$ cat src/spq_pkg.sv
package spq_pkg;

  localparam int unsigned QueueDepthDefault = 16;
  localparam int unsigned PriorityWidth     = 8;
  localparam int unsigned PayloadWidth      = 16;
  localparam int unsigned OccupancyWidth    = 5;

  typedef enum logic [1:0] {
    CmdInsert = 2'd0,
    CmdRemove = 2'd1,
    CmdClear  = 2'd2,
    CmdNop    = 2'd3
  } cmd_e;

  typedef enum logic [1:0] {
    StatusOk    = 2'd0,
    StatusFull  = 2'd1,
    StatusEmpty = 2'd2
  } status_e;

  typedef struct packed {
    logic [1:0]               cmd;
    logic [PriorityWidth-1:0] in_priority;
    logic [PayloadWidth-1:0]  in_payload;
  } in_t;

  typedef struct packed {
    logic [1:0]                status;
    logic [PriorityWidth-1:0]  out_priority;
    logic [PayloadWidth-1:0]   out_payload;
    logic                      is_empty;
    logic [OccupancyWidth-1:0] occupancy;
  } out_t;

  typedef struct packed {
    logic [PriorityWidth-1:0] priority_val;
    logic [PayloadWidth-1:0]  payload;
  } entry_t;

  // Shift commands broadcast to every cell of the row.
  typedef struct packed {
    logic insert;
    logic remove;
  } cell_ctrl_t;

endpackage

$ cat src/spq_cell.sv
module spq_cell (
  input  logic                clk_i,
  input  spq_pkg::cell_ctrl_t ctrl_i,
  input  spq_pkg::entry_t     new_entry_i,
  input  logic                occupied_i,
  input  logic                prev_keep_i,
  input  spq_pkg::entry_t     prev_entry_i,
  input  spq_pkg::entry_t     next_entry_i,
  output logic                keep_o,
  output spq_pkg::entry_t     entry_o
);

  spq_pkg::entry_t entry_d, entry_q;

  // An occupied cell whose priority is at least the new one stays put, so
  // equal priorities keep their arrival order.
  assign keep_o = occupied_i && (entry_q.priority_val >= new_entry_i.priority_val);

  always_comb begin
    entry_d = entry_q;
    if (ctrl_i.insert) begin
      if (keep_o) begin
        entry_d = entry_q;
      end else if (prev_keep_i) begin
        entry_d = new_entry_i;
      end else begin
        entry_d = prev_entry_i;
      end
    end else if (ctrl_i.remove) begin
      entry_d = next_entry_i;
    end
  end

  always_ff @(posedge clk_i) begin
    entry_q <= entry_d;
  end

  assign entry_o = entry_q;

endmodule

$ cat src/stable_priority_queue.sv
// Sorted priority queue built as a row of QueueDepth cells, head at cell 0.
// Every beat on the input channel carries one command (insert, remove the
// highest priority entry, clear or nop) and yields exactly one result beat the
// next cycle through an output register. All cells compare against the new
// priority in parallel and shift by one place in the same cycle, so the
// block accepts one command per clock cycle for as long as results are
// taken; the input stalls only while a finished result waits. Entries of
// equal priority leave in arrival order. Each result reports status, the
// removed entry (zero for other commands) and the fill level after the step.
module stable_priority_queue #(
  parameter int unsigned QueueDepth = spq_pkg::QueueDepthDefault
) (
  input  logic          clk_i,
  input  logic          rst_ni,
  input  logic          in_valid_i,
  output logic          in_ready_o,
  input  spq_pkg::in_t  in_data_i,
  output logic          out_valid_o,
  input  logic          out_ready_i,
  output spq_pkg::out_t out_data_o
);

  localparam int unsigned CountWidth = $clog2(QueueDepth + 1);

  logic [CountWidth-1:0] count_d, count_q;
  logic                  out_valid_d, out_valid_q;
  spq_pkg::out_t         out_d, out_q;

  logic                  accept;
  logic                  is_full;
  logic                  is_zero;
  spq_pkg::cell_ctrl_t   ctrl;
  spq_pkg::entry_t       new_entry;
  spq_pkg::entry_t       cell_entry [QueueDepth];
  logic [QueueDepth-1:0] cell_keep;

  assign in_ready_o = !out_valid_q || out_ready_i;
  assign accept     = in_valid_i && in_ready_o;
  assign is_full    = (count_q == CountWidth'(QueueDepth));
  assign is_zero    = (count_q == '0);

  assign new_entry.priority_val = in_data_i.in_priority;
  assign new_entry.payload      = in_data_i.in_payload;

  assign ctrl.insert = accept && (in_data_i.cmd == spq_pkg::CmdInsert) && !is_full;
  assign ctrl.remove = accept && (in_data_i.cmd == spq_pkg::CmdRemove) && !is_zero;

  for (genvar i = 0; i < QueueDepth; i++) begin : g_cell
    logic            prev_keep;
    spq_pkg::entry_t prev_entry;
    spq_pkg::entry_t next_entry;

    if (i == 0) begin : g_head
      assign prev_keep  = 1'b1;
      assign prev_entry = new_entry;
    end else begin : g_body
      assign prev_keep  = cell_keep[i-1];
      assign prev_entry = cell_entry[i-1];
    end

    if (i == QueueDepth - 1) begin : g_tail
      assign next_entry = cell_entry[i];
    end else begin : g_inner
      assign next_entry = cell_entry[i+1];
    end

    spq_cell u_cell (
      .clk_i        (clk_i),
      .ctrl_i       (ctrl),
      .new_entry_i  (new_entry),
      .occupied_i   (count_q > CountWidth'(i)),
      .prev_keep_i  (prev_keep),
      .prev_entry_i (prev_entry),
      .next_entry_i (next_entry),
      .keep_o       (cell_keep[i]),
      .entry_o      (cell_entry[i])
    );
  end

  always_comb begin
    count_d    = count_q;
    out_d      = '0;
    out_d.status = spq_pkg::StatusOk;
    case (spq_pkg::cmd_e'(in_data_i.cmd))
      spq_pkg::CmdInsert: begin
        if (is_full) begin
          out_d.status = spq_pkg::StatusFull;
        end else begin
          count_d = count_q + CountWidth'(1);
        end
      end
      spq_pkg::CmdRemove: begin
        if (is_zero) begin
          out_d.status = spq_pkg::StatusEmpty;
        end else begin
          count_d            = count_q - CountWidth'(1);
          out_d.out_priority = cell_entry[0].priority_val;
          out_d.out_payload  = cell_entry[0].payload;
        end
      end
      spq_pkg::CmdClear: begin
        if (is_zero) begin
          out_d.status = spq_pkg::StatusEmpty;
        end else begin
          count_d = '0;
        end
      end
      default: begin
      end
    endcase
    out_d.is_empty  = (count_d == '0);
    out_d.occupancy = spq_pkg::OccupancyWidth'(count_d);
  end

  assign out_valid_d = accept || (out_valid_q && !out_ready_i);

  always_ff @(posedge clk_i or negedge rst_ni) begin
    if (!rst_ni) begin
      count_q     <= '0;
      out_valid_q <= 1'b0;
    end else begin
      if (accept) begin
        count_q <= count_d;
      end
      out_valid_q <= out_valid_d;
    end
  end

  always_ff @(posedge clk_i) begin
    if (accept) begin
      out_q <= out_d;
    end
  end

  assign out_valid_o = out_valid_q;
  assign out_data_o  = out_q;

  a_count_bound : assert property (@(posedge clk_i) disable iff (!rst_ni)
    count_q <= CountWidth'(QueueDepth))
    else $error("entry count above queue depth");

  a_result_follows : assert property (@(posedge clk_i) disable iff (!rst_ni)
    accept |=> out_valid_o)
    else $error("accepted command gave no result");

  a_empty_status : assert property (@(posedge clk_i) disable iff (!rst_ni)
    (out_valid_o && (out_data_o.status == spq_pkg::StatusEmpty)) |-> out_data_o.is_empty)
    else $error("empty status with a nonempty queue");

  a_remove_count : assert property (@(posedge clk_i) disable iff (!rst_ni)
    ctrl.remove |=> (count_q == $past(count_q) - CountWidth'(1)))
    else $error("remove did not drop the count by one");

endmodule
$ cat config.mk
export PLATFORM = sky130hd
export DESIGN_NAME = stable_priority_queue
export DESIGN_NICKNAME = d
export VERILOG_FILES = /design/src/spq_pkg.sv /design/src/spq_cell.sv /design/src/stable_priority_queue.sv
export SDC_FILE = /design/constraint.sdc
export NUM_CORES = 1
export LEC_CHECK = 0
export BUFFER_PORTS_ARGS = -buffer_cell sky130_fd_sc_hd__buf_2
export CAP_MARGIN = 20
export CORE_MARGIN = 4
export CORE_UTILIZATION = 65
export DETAILED_ROUTE_END_ITERATION = 12
export GPL_ROUTABILITY_DRIVEN = 0
export PLACE_DENSITY = 0.82
export SLEW_MARGIN = 0
export SYNTH_ARGS = -nofsm -noshare
export SYNTH_HDL_FRONTEND = slang
export SYNTH_HIERARCHICAL = 1
export SYNTH_SLANG_ARGS = --single-unit
$ cat constraint.sdc
create_clock -name clk_i -period 5.58 [get_ports clk_i]
set_input_delay 0.279 -clock clk_i [delete_from_list [all_inputs] [get_ports clk_i]]
set_output_delay 0.279 -clock clk_i [all_outputs]
set_load 0.05 [all_outputs]
### Word level (Yosys, flattened, before mapping)

Cells that the tools add are included.

* bits in registers: 422
* word-level logic and storage cells: 210
* input port bits: 30
* output and inout port bits: 34

* bitwise logic cells: 2
* equality and inequality tests: 18
* reductions and logical operators: 50
* $add $sub $neg: 2
* order comparisons: 32
* multiplexer cells: 67

Operator list (count)
* $mux 24: 60
* $ge 8x8->1: 16
* $gt 5x4->1 const B: 8
* $reduce_and 2->1: 16
* $ne 2x2->1 const B: 15
* $logic_and 1x1->1: 22
* $gt 5x3->1 const B: 4
* $mux 5: 3
* $pmux 5 s3: 1
* $gt 5x1->1 const B: 2
* $gt 5x2->1 const B: 2
* $logic_not 5->1: 2
* $add 5x1->5 const B: 1
* $eq 5x5->1 const B: 1
* $sub 5x1->5 const B: 1
* $logic_not 1->1: 4
* $pmux 2 s2: 1
* $reduce_or 2->1: 2
* $eq 2x1->1 const B: 1
* $eq 2x2->1 const B: 1
* $logic_not 2->1: 1
* $logic_or 1x1->1: 2
* $mux 2: 1
* $not 1->1: 2
* other kinds (2): 2

### Longest topological paths before layout

Gate-level depths: netlist of the first run.

* depth after elaboration: 7
* depth in mapped cells: 13
* gate-level depth less buffers: 10

### By module

The synthesis of the first run kept the hierarchy.

Modules (own cells, without submodules)
* spq_cell at g_cell[0].u_cell ...: instances 14, cells an instance 134, seq. area each 720.7 um2, area an instance 1455.1 um2
* spq_cell at g_cell[8].u_cell ...: instances 2, cells an instance 134, seq. area each 720.7 um2, area an instance 1453.9 um2
* stable_priority_queue: instances 1, cells an instance 175, seq. area each 1111.1 um2, area an instance 1943.1 um2

### Worst setup path before layout of the first run

No wires, ideal clock.

* kind: register to register
* start: reg out_valid_q (netlist: out_valid_o)
* end: reg g_cell[0].u_cell.entry_q, in the netlist g_cell[0].u_cell/entry_o[0], enable pin
* stages on the path, launching flop included: 9
* path slack: 1.277 ns
* period minus slack after synthesis: 4.303 ns
* setup time: 0.389 ns
* data required time: 5.191 ns
* arrival: 3.914 ns
* buffers on the path: 2
* cells stage by stage: dfrtp_1 -> nand2b_1 -> nand2_1 -> inv_1 -> and3_1 -> buf_6 -> clkbuf_8 -> nor2_1 -> a21oi_2

RTL lines
* from (decl): line stable_priority_queue.sv:26 `logic out_valid_d, out_valid_q;`
* from (signal assigned): line stable_priority_queue.sv:125 `out_valid_q <= out_valid_d;`
* to (signal assigned): line spq_cell.sv:35 `entry_q <= entry_d;`
* to (decl): line spq_cell.sv:13 `spq_pkg::entry_t entry_d, entry_q;`

==> results of run 1 <==
## power by group through the flow
stage	clock (mW)	combinational, mW	sequential, mW
finish	2.89	2.15	3.98
CTS	2.94	2.14	3.98
global placement	0	2.05	4.03
global route	3.07	2.35	4.01
floorplan	0	1.60	4.04
detailed placement	0	2.13	4.04
## cells in the final DEF, fill, tap and decap left out, drive strengths merged, types with 22 or more instances in the layout
master,synthesis,routed
mux2i,384,384
nor2,412,412
inv,152,154
a21o,33,33
a21oi,452,452
buf,82,106
clkbuf,74,52
edfxtp,416,416
ha,138,138
clkinv,1,22
and3,26,26
## repair_timing
item | in CTS | in global routing
endpoints found under the hold margin | 7 | 0
hold buffers | 3 | 0
setup endpoints to repair | 0 | 0
## path summary, 6_finish.rpt
kind | to | startpoint
min in group clk_i | count_q[3] | out_ready_i
min reg2reg | out_data_o[9] | g_cell[0].u_cell/entry_o[3]
max reg2reg | g_cell[3].u_cell/entry_o[7] | count_q[0]
max in group asynchronous | count_q[1] | rst_ni
max | g_cell[3].u_cell/entry_o[7] | count_q[0]
min | count_q[0] | rst_ni
## state kept, by name (all words and copies together), names as in the netlist
register	flops
out_data_o	32
count_q	5
out_valid_o	1
g_cell.u_cell/entry_o	384
## kinds of logic (layout without fill, tap and decap cells)
family                     count (synthesis)  in the layout  synth area share [%]
muxes                                    384            384                 15.24
adders and majority gates                138            138                 6.846
buffers and inverters                    309            342                 6.087
AOI/OAI and AO/OA                        541            541                 12.61
and+or+nand+nor                          524            524                 9.078
DFF                                      422            422                 50.12
other                                      1              1               0.01487
## metrics by stage
stage	instance area (sq um)	util [%]	hold slack [ns]	std cells
floorplan	25220	-	-0.01659	2319
global placement	25720	67.81	0.1090	2776
detailed placement	25750	67.90	0.1119	2779
CTS	27170	71.64	0.03465	2862
global route	27180	71.67	0.08136	2863
finish	27180	71.67	0.06521	2863
## final cells by class
type                            instances  area share, %
Multi-Input combinational cell       1588          41.27
Clock buffer                           52          4.239
Inverter                              153          2.113
Timing Repair Buffer                  109          2.651
Sequential cell                       422          46.50
Tap cell                              511          2.352
Clock inverter                         28         0.8699
## layer usage
| metal | up-vias | routed length, microns |
|---|---|---|
| met5 | - | 0 |
| met3 | 91 | 2899 |
| met1 | 8056 | 23640 |
| met2 | 473 | 25070 |
| li1 | 8437 | - |
| met4 | 0 | 1159 |
==> qor.txt, run 1 <==
register bit total from synthesis = 422
Cell Int Power = 6.311 mW
Pins Over Slew Limit = 0
WP depth = 8
fmax = 264.9 MHz
Worst-Margin Slew = 1.029 ns
first-pass GRT wire length = 86170 microns
Yosys warning count = 6
Setup Skew = 0.01404 ns
DIE WIDTH = 205.0 microns
Hold/Removal Path Class = input pin to asynchronous set/reset pin
ys async rst share = 1.422%
final wirelength = 52780 microns
Final nets = 2487
number of diodes = 0
Distinct cells, synth = 42
Setup-failing EPs final = 0
post-CTS sizing = 0
Post-Synthesis Cells = 2319
Post-route DRC = 0
number of synthesized flops with an enable pin = 416
Worst-Skew Late Latency = 0.58 ns
largest net degree at the start of global routing = 207
vias = 17060
via/cell ratio = 5.958
Die ar. = 0.04202 sq mm
Combinational Power Share = 23.9%
Max Cap Viol = 0
crit end category = register
Clock power frac = 32.0%
Final Hold Vio Count = 0
Top FF cell, synth = edfxtp_1
layout cells sized above 1 = 10.59%
clock buffer count from CTS = 45
ranking of synthesized cells by area = edfxtp_1, mux2i_1, a21oi_1, ha_1, nor2_1
Routed Antenna Nets = 0
P&R area growth vs syn = 7.778%
most numerous cell in the Yosys netlist = a21oi_1
GRT met1 Usage = 35.12%
crit-path cells = inv_1 > ha_1 > nand4bb_1 > and3_4 > buf_4 > buf_4 > a21oi_2 > buf_4
die height = 205.0 microns
number of global-route vias before repair = 16880
crit-path leading delay family = buffers and inverters
grt ovf = 0
multi-input combinational cell area = 0.01122 sq mm
status = finished clean
CTS tree = yes
Cell Area, Synth = 0.02522 sq mm
gr usage total = 24.94%
CP max stage delay = 0.83 ns
R2R cell count = 8
dpl hpwl = 37210 microns
Initial Utilization = 66.49%
register area share after synthesis = 50.12%
Most Crowded Layer GR = met2
Seq pwr share = 44.1%
setup TNS = 0 ns
CP required = 5.88 ns
Mean Syn Cell Area = 10.88 sq um
CTS sink cnt = 422
cell accounting for the most synthesized area = edfxtp_1
CP Data Arrival Time = 4.08 ns
register clock-pin slew on the reported worst setup and hold paths = 0.06 ns
Rel. slew slack = 31.41%
num rows = 71
Layout fillers = 2710
Sw Pwr = 2.713 mW
Setup WS pre-CTS = 1.888 ns
leak pwr = 10.60 nW
initial antenna violation count = 0
wire length per cell = 18.43 microns
met3 Usage GRT = 3.483%
area share of the largest cell type after synthesis = 49.53%
# port buffers = 63
buffer count from post-CTS setup fixing = 0
synth cell count leaders = a21oi_1, edfxtp_1, nor2_1, mux2i_1, inv_1
RSZ-0062 raised after global routing = false
sw frac = 30.06%
routing usage on met2 = 40.88%
CP startpoint kind = register
post-synth net total = 2487
fin crit share = 67.66%
Longest Clk Path Bufs = 3
final setup margin = 1.805 ns
CP max FO = 77
core footprint = 0.03793 sq mm
most frequent CP cell = buf_4
Iteration-0 DRC Markers = 1205
Top Ports = 64
Root Buffer = clkbuf_16
CP bufs+invs = 4
FF/Latch Area = 0.01264 sq mm
peak supply drop = 0.0002669 V
CP max stage cell = and3_4
Reg2Reg Setup Slack = 1.80 ns
Crit Path Category = register to register
PD cells = 331.9 mW/mm^2
drt first pass iters = 5
total power = 9.024 mW
H-tree Lvls = 2
Tmin final = 3.775 ns
Note: power is estimated with default switching activity, not from simulation.
==> run 2, diff against run 1 <==
--- a/config.mk
+++ b/config.mk
@@ -8,10 +8,10 @@
 export BUFFER_PORTS_ARGS = -buffer_cell sky130_fd_sc_hd__buf_2
 export CAP_MARGIN = 20
 export CORE_MARGIN = 4
-export CORE_UTILIZATION = 65
+export CORE_UTILIZATION = 58
 export DETAILED_ROUTE_END_ITERATION = 12
 export GPL_ROUTABILITY_DRIVEN = 0
-export PLACE_DENSITY = 0.82
+export PLACE_DENSITY = 0.78
 export SLEW_MARGIN = 0
 export SYNTH_ARGS = -nofsm -noshare
 export SYNTH_HDL_FRONTEND = slang
==> constraint.sdc (replaced) <==
create_clock -name clk_i -period 3.4 [get_ports clk_i]
set_input_delay 0.17 -clock clk_i [delete_from_list [all_inputs] [get_ports clk_i]]
set_output_delay 0.17 -clock clk_i [all_outputs]
set_load 0.05 [all_outputs]
==> run 2 against run 1 <==
Worst hold slack improved by 0.099 ns. Die area grew 12%. Sequential share of layout area shrank 0.80 points. Final area rose by 1.8%. Critical path depth did not move. Sequential power up 64%. Count of clock-buffer cells in the layout rose by 7. Core utilization is 7.5 points lower. Setup slack worse by 1.6 ns. Sequential cell count stayed put. Critical endpoint is now g_cell[15].u_cell/entry_o[2]. Largest power group unchanged.
==> qor.txt, run 2 (synthesis gave the netlist of run 1 again) <==
final setup margin = 0.1832 ns (-1.622 ns)
post-layout instance area = 0.02766 sq mm (+1.8%)
Seq pwr share = 44.2% (about the same)
CP Data Arrival Time = 3.61 ns (-0.47 ns)
Crit Path Category = register to register
gr usage total = 21.96% (-3.0 points)
H-tree Lvls = 2 (unchanged)
Root Buffer = clkbuf_16
buffer count from post-CTS setup fixing = 0 (unchanged)
register clock-pin slew on the reported worst setup and hold paths = 0.07 ns (about the same)
Pins Over Slew Limit = 0 (unchanged)
Setup-failing EPs final = 0 (unchanged)
status = finished clean
Die ar. = 0.04689 sq mm (+12%)
Top Ports = 64 (unchanged)
final core occ = 64.22% (-7.5 points)
P&R area growth vs syn = 9.668%
Sw Pwr = 4.513 mW (+66%)
Initial Utilization = 58.55% (-7.9 points)
crit-path cells = inv_1 > ha_1 > nand4bb_1 > and3_4 > buf_16 > buf_12 > nor2_1 > a21oi_1
layout cells sized above 1 = 11.25% (+0.66 points)
CP startpoint kind = register
grt ovf = 0 (unchanged)
Setup WS pre-CTS = 0.2424 ns (-1.645 ns)
Worst-Margin Slew = 0.8826 ns (-0.1463 ns)
CP max stage cell = and3_4
die height = 216.5 microns (+5.6%)
first-pass GRT wire length = 86200 microns (about the same)
DIE WIDTH = 216.5 microns (+5.6%)
Final nets = 2510 (+0.92%)
wire length per cell = 17.76 microns (-3.7%)
Combinational Power Share = 24.7% (+0.8 points)
most frequent cells in the layout = a21oi_1, edfxtp_1, nor2_1
Worst-Skew Late Latency = 0.57 ns (about the same)
Longest Clk Path Bufs = 3 (unchanged)
Routed Antenna Nets = 0 (unchanged)
dpl cell area = 0.02624 sq mm (+1.9%)
CTS tree = yes
fmax = 310.9 MHz (+17%)
total power = 14.80 mW (+64%)
setup TNS = 0 ns (unchanged)
CTS sink cnt = 422 (unchanged)
max reg flops = 384 (unchanged)
# port buffers = 63 (unchanged)
Rel. slew slack = 41.03% (+9.6 points)
clock buffer count from CTS = 45 (unchanged)
Post-route DRC = 0 (unchanged)
vias = 17040 (-0.11%)
num rows = 76 (+7.0%)
sw frac = 30.50% (+0.44 points)
fin crit share = 94.61% (+27 points)
CP max stage delay = 0.64 ns (-0.19 ns)
Iteration-0 DRC Markers = 1611 (+34%)
CP required = 3.80 ns (-2.08 ns)
commonest non-fill, non-tap cell in the layout = a21oi_1
peak supply drop = 0.0003496 V (+31%)
CP max FO = 105 (+36%)
Final Hold Vio Count = 0 (unchanged)
Max Cap Viol = 0 (unchanged)
via/cell ratio = 5.756 (-3.4%)
drt first pass iters = 6 (+1)
crit end category = register
number of global-route vias before repair = 16960 (+0.49%)
final wirelength = 52560 microns (-0.41%)
Clock power frac = 31.1% (-0.9 points)
PD cells = 534.9 mW/mm^2 (+61%)
Hold/Removal Path Class = input pin to register
crit-path leading delay family = simple AND/OR/NAND/NOR gates
core footprint = 0.04308 sq mm (+14%)
initial antenna violation count = 1 (+1)
leak pwr = 10.74 nW (+1.3%)
largest net degree at the start of global routing = 135 (-35%)
Tmin final = 3.217 ns (-0.5584 ns)
dpl hpwl = 38090 microns (+2.4%)
Cell Int Power = 10.28 mW (+63%)
Setup Skew = 0.01679 ns (+0.002750 ns)
RSZ-0062 raised after global routing = true
CP bufs+invs = 3 (-1)
-- run 2: layer usage --
| layer | global-route usage [%] | vias up | part of all wire, % |
|---|---|---|---|
| li1 | - | 8487 | - |
| met1 | 29.72 | 8056 | 45 |
| met2 | 37.57 | 408 | 48 |
| met3 | 2.664 | 87 | 4.6 |
| met4 | 6.294 | 0 | 2.3 |
| met5 | 0 | - | 0 |
-- run 2: power groups by stage --
| stage | Combinational, mW | Clock [mW] | Sequential, mW |
|---|---|---|---|
| 6_report | 3.65 | 4.61 | 6.54 |
| 5_1_grt | 3.98 | 4.92 | 6.58 |
| 4_1_cts | 3.64 | 4.71 | 6.53 |
| 3_5_place_dp | 3.63 | 0 | 6.63 |
| 3_3_place_gp | 3.49 | 0 | 6.61 |
| 2_1_floorplan | 2.66 | 0 | 6.63 |
-- run 2: tightest hold or removal path, stage by stage --
cell      delay [ns]
buf_2           0.07
nand2b_2        0.12
nand2_1         0.16
nor2_1          0.13
a21oi_1         0.05
-- run 2: final cells by class --
cell class / count / area (sq um)
clock inverters: 20 / 166.4
multi-input cells: 1588 / 11340
inverters: 153 / 578.1
diodes: 1 / 2.502
repair buffers: 132 / 999.7
clock buffers: 59 / 1199
well taps: 585 / 732.0
fillers: 3191 / 15410
flip-flops and latches: 422 / 12640
-- run 2: repair_timing --
action                     CTS  global route
gates resized for setup      0             3
hold endpoints to repair     7             0
hold buffers                 4             0
setup endpoints to repair    0            45
-- run 2: per-stage QoR --
stage | std cells | hold slack [ns]
final | 2960 | 0.1642
after detailed placement | 2876 | 0.005687
after global placement | 2876 | 0.001248
after global routing | 2960 | 0.2149
after floorplan | 2319 | -0.1256
after CTS | 2959 | 0.1410
-- run 2: final timing paths --
path | startpoint | to | slack [ns] | depth (start not counted)
hold / removal | out_ready_i | count_q[3] | 0.16 | 5
setup reg to reg | count_q[0] | g_cell[15].u_cell/entry_o[2] | 0.18 | 8
hold reg to reg | g_cell[0].u_cell/entry_o[0] | out_data_o[6] | 0.59 | 1
max in group asynchronous | rst_ni | count_q[3] | 2.60 | 3
setup / recovery | count_q[0] | g_cell[15].u_cell/entry_o[2] | 0.18 | 8
min in group asynchronous | rst_ni | count_q[1] | 0.55 | 3
==> run 3, diff against run 2 <==
--- a/config.mk
+++ b/config.mk
@@ -8,12 +8,11 @@
 export BUFFER_PORTS_ARGS = -buffer_cell sky130_fd_sc_hd__buf_2
 export CAP_MARGIN = 20
 export CORE_MARGIN = 4
-export CORE_UTILIZATION = 58
+export CORE_UTILIZATION = 57
 export DETAILED_ROUTE_END_ITERATION = 12
 export GPL_ROUTABILITY_DRIVEN = 0
-export PLACE_DENSITY = 0.78
+export PLACE_DENSITY = 0.77
 export SLEW_MARGIN = 0
 export SYNTH_ARGS = -nofsm -noshare
 export SYNTH_HDL_FRONTEND = slang
-export SYNTH_HIERARCHICAL = 1
 export SYNTH_SLANG_ARGS = --single-unit
==> run 3 against run 2 <==
Total power grew 6.9%. Count of clock-buffer cells in the layout fell by 1. Final area shrank 5.6%. Synthesized area down 6.3%. Largest power group unchanged. Highest routed layer unchanged.
==> qor.txt, run 3 <==
Die ar. = 0.04478 sq mm (-4.5%)
first-pass GRT wire length = 91490 microns (+6.1%)
CP required = 3.69 ns (-0.11 ns)
most frequent cells in the layout = edfxtp_1, nand2_1, mux2i_1
Distinct cells, synth = 56 (+33%)
Cell Area, Synth = 0.02363 sq mm (-6.3%)
Top FF cell, synth = edfxtp_1
Routed Antenna Nets = 0 (unchanged)
number of global-route vias before repair = 17990 (+6.1%)
number of diodes = 0 (-1)
Mean Syn Cell Area = 11.02 sq um (+1.3%)
register area share after synthesis = 53.49% (+3.4 points)
layout cells sized above 1 = 11.57% (+0.32 points)
drt first pass iters = 7 (+1)
Setup Skew = 0.01564 ns (-0.001158 ns)
crit end category = register
area share of the largest cell type after synthesis = 52.86% (+3.3 points)
status = finished clean
vias = 17280 (+1.4%)
Final Hold Vio Count = 0 (unchanged)
Rel. slew slack = 44.36% (+3.3 points)
Final nets = 2348 (-6.5%)
Initial Utilization = 57.75% (-0.81 points)
CTS sink cnt = 422 (unchanged)
register clock-pin slew on the reported worst setup and hold paths = 0.06 ns (about the same)
peak supply drop = 0.0006224 V (+78%)
placed cell count = 2662 (-7.4%)
Post-Synthesis Cells = 2144 (-7.5%)
Worst-Skew Late Latency = 0.57 ns (about the same)
num rows = 74 (-2.6%)
CTS tree = yes
core footprint = 0.04092 sq mm (-5.0%)
Setup-failing EPs final = 0 (unchanged)
P&R area growth vs syn = 10.48%
dpl cell area = 0.02471 sq mm (-5.8%)
final wirelength = 57100 microns (+8.7%)
via/cell ratio = 6.295 (+9.4%)
Max Cap Viol = 0 (unchanged)
ranking of synthesized cells by area = edfxtp_1, mux2i_1, ha_1, nand2_1, a21oi_1
most numerous cell in the Yosys netlist = edfxtp_1
Worst-Margin Slew = 0.8337 ns (-0.04890 ns)
Post-route DRC = 0 (unchanged)
fin crit share = 90.46% (-4.2 points)
Non-Filler Instances = 2745 (-7.3%)
gr usage total = 24.90% (+2.9 points)
CP startpoint kind = register
wire length per cell = 20.80 microns (+17%)
synth cell count leaders = edfxtp_1, nand2_1, mux2i_1, a21oi_1, o21ai_0
Crit Path Category = register to register
die height = 211.6 microns (-2.3%)
Top Ports = 64 (unchanged)
buffer count from post-CTS setup fixing = 0 (unchanged)
post-CTS sizing = 0 (unchanged)
# port buffers = 63 (unchanged)
H-tree Lvls = 2 (unchanged)
initial antenna violation count = 0 (-1)
DIE WIDTH = 211.6 microns (-2.3%)
max reg flops = 384 (unchanged)
Yosys warning count = 0 (-6)
ys async rst share = 1.422% (unchanged)
CP Data Arrival Time = 3.36 ns (-0.25 ns)
commonest non-fill, non-tap cell in the layout = edfxtp_1
PD cells = 605.6 mW/mm^2 (+13%)
Iteration-0 DRC Markers = 1495 (-7.2%)
fmax = 325.2 MHz (+4.6%)
CP max FO = 66 (-37%)
cell accounting for the most synthesized area = edfxtp_1
register bit total from synthesis = 422 (unchanged)
Tmin final = 3.075 ns (-0.1413 ns)
grt ovf = 0 (unchanged)
hold bufs inserted after CTS = 4 (unchanged)
post-layout instance area = 0.02611 sq mm (-5.6%)
Hold/Removal Path Class = input pin to register
leak pwr = 10.74 nW (about the same)
Longest Clk Path Bufs = 3 (unchanged)
dpl hpwl = 40190 microns (+5.5%)
post-synth net total = 2312 (-7.0%)
Pins Over Slew Limit = 0 (unchanged)
largest net degree at the start of global routing = 86 (-36%)
Root Buffer = clkbuf_16
RSZ-0062 raised after global routing = false
clock buffer count from CTS = 44 (-2.2%)
number of synthesized flops with an enable pin = 416 (unchanged)
==> run 3: cell types whose count changed after synthesis, sizes merged, moves of 81 or more <==
cell,change
nor2,-264
o21ai,+137
inv,-118
mux2i,-150
o211ai,+81
nand3,+99
a21oi,-302
nand2,+295
==> run 3: cell families (layout without fill, tap and decap cells) <==
group | Yosys count | in the layout | synth area share, %
and+or+nand+nor | 650 | 650 | 11.85
AOI/OAI and AO/OA | 480 | 480 | 12.54
adders and majority gates | 138 | 138 | 7.306
DFF | 422 | 422 | 53.49
buffers and inverters | 200 | 269 | 3.939
muxes | 254 | 254 | 10.86
==> run 3: layout make-up <==
| class | count | area [sq um] |
|---|---|---|
| inverter | 34 | 127.6 |
| tap | 532 | 665.6 |
| clock buffer | 58 | 1185 |
| sequential | 422 | 12640 |
| timing repair buffer | 156 | 1174 |
| clock inverter | 21 | 173.9 |
| fill | 3112 | 14810 |
| multi-input combinational | 1522 | 10140 |
==> run 3: path summary, 6_finish.rpt <==
kind | cells past startpoint | slack (ns) | end | startpoint
min reg2reg | 2 | 0.55 | g_cell[14].u_cell.entry_o[7] | g_cell[15].u_cell.entry_o[7]
max in group asynchronous | 3 | 2.62 | count_q[1] | rst_ni
max | 8 | 0.32 | g_cell[11].u_cell.entry_o[5] | count_q[1]
max reg2reg | 8 | 0.32 | g_cell[11].u_cell.entry_o[5] | count_q[1]
min | 2 | 0.11 | g_cell[15].u_cell.entry_o[11] | in_data_i[11]
min in group asynchronous | 3 | 0.55 | count_q[4] | rst_ni
==> run 3: worst max-delay path, stage by stage, from the launching register on <==
cell	delay, ns
dfrtp_1	0.59
inv_1	0.19
ha_1	0.29
a31oi_1	0.49
nand2_4	0.48
buf_12	0.36
buf_4	0.19
nand2_1	0.07
o211ai_1	0.10
==> run 3: where the power goes <==
part           total [mW]  switching [mW]  internal, mW
combinational        4.26            2.64          1.62
sequential           6.89           0.394          6.50
clock                4.66            2.05          2.62
==> run 3: layer usage <==
metal  share of wire (%)  vias up  global-route usage (%)  routed length (microns)
li1                    -     8074                       -                        -
met3                 5.3      166                   3.571                     3042
met4                 3.7        0                   9.240                     2138
met2                  50      590                   42.88                    28410
met1                  41     8451                   32.22                    23510
met5                   0        -                       0                        0
==> run 3: per-stage QoR <==
stage	util, %	worst slack [ns]	TNS, ns	power, mW	hold slack (ns)
6_report	63.80	0.3245	0	15.81	0.1111
5_1_grt	63.80	0.2108	0	16.55	0.1260
4_1_cts	63.80	0.4520	0	15.84	0.09347
3_5_place_dp	60.38	0.3465	0	11.17	0.0008636
3_3_place_gp	60.38	0.4199	0	11.00	-0.002459
2_1_floorplan	-	-0.3487	-25.11	10.03	-0.1256
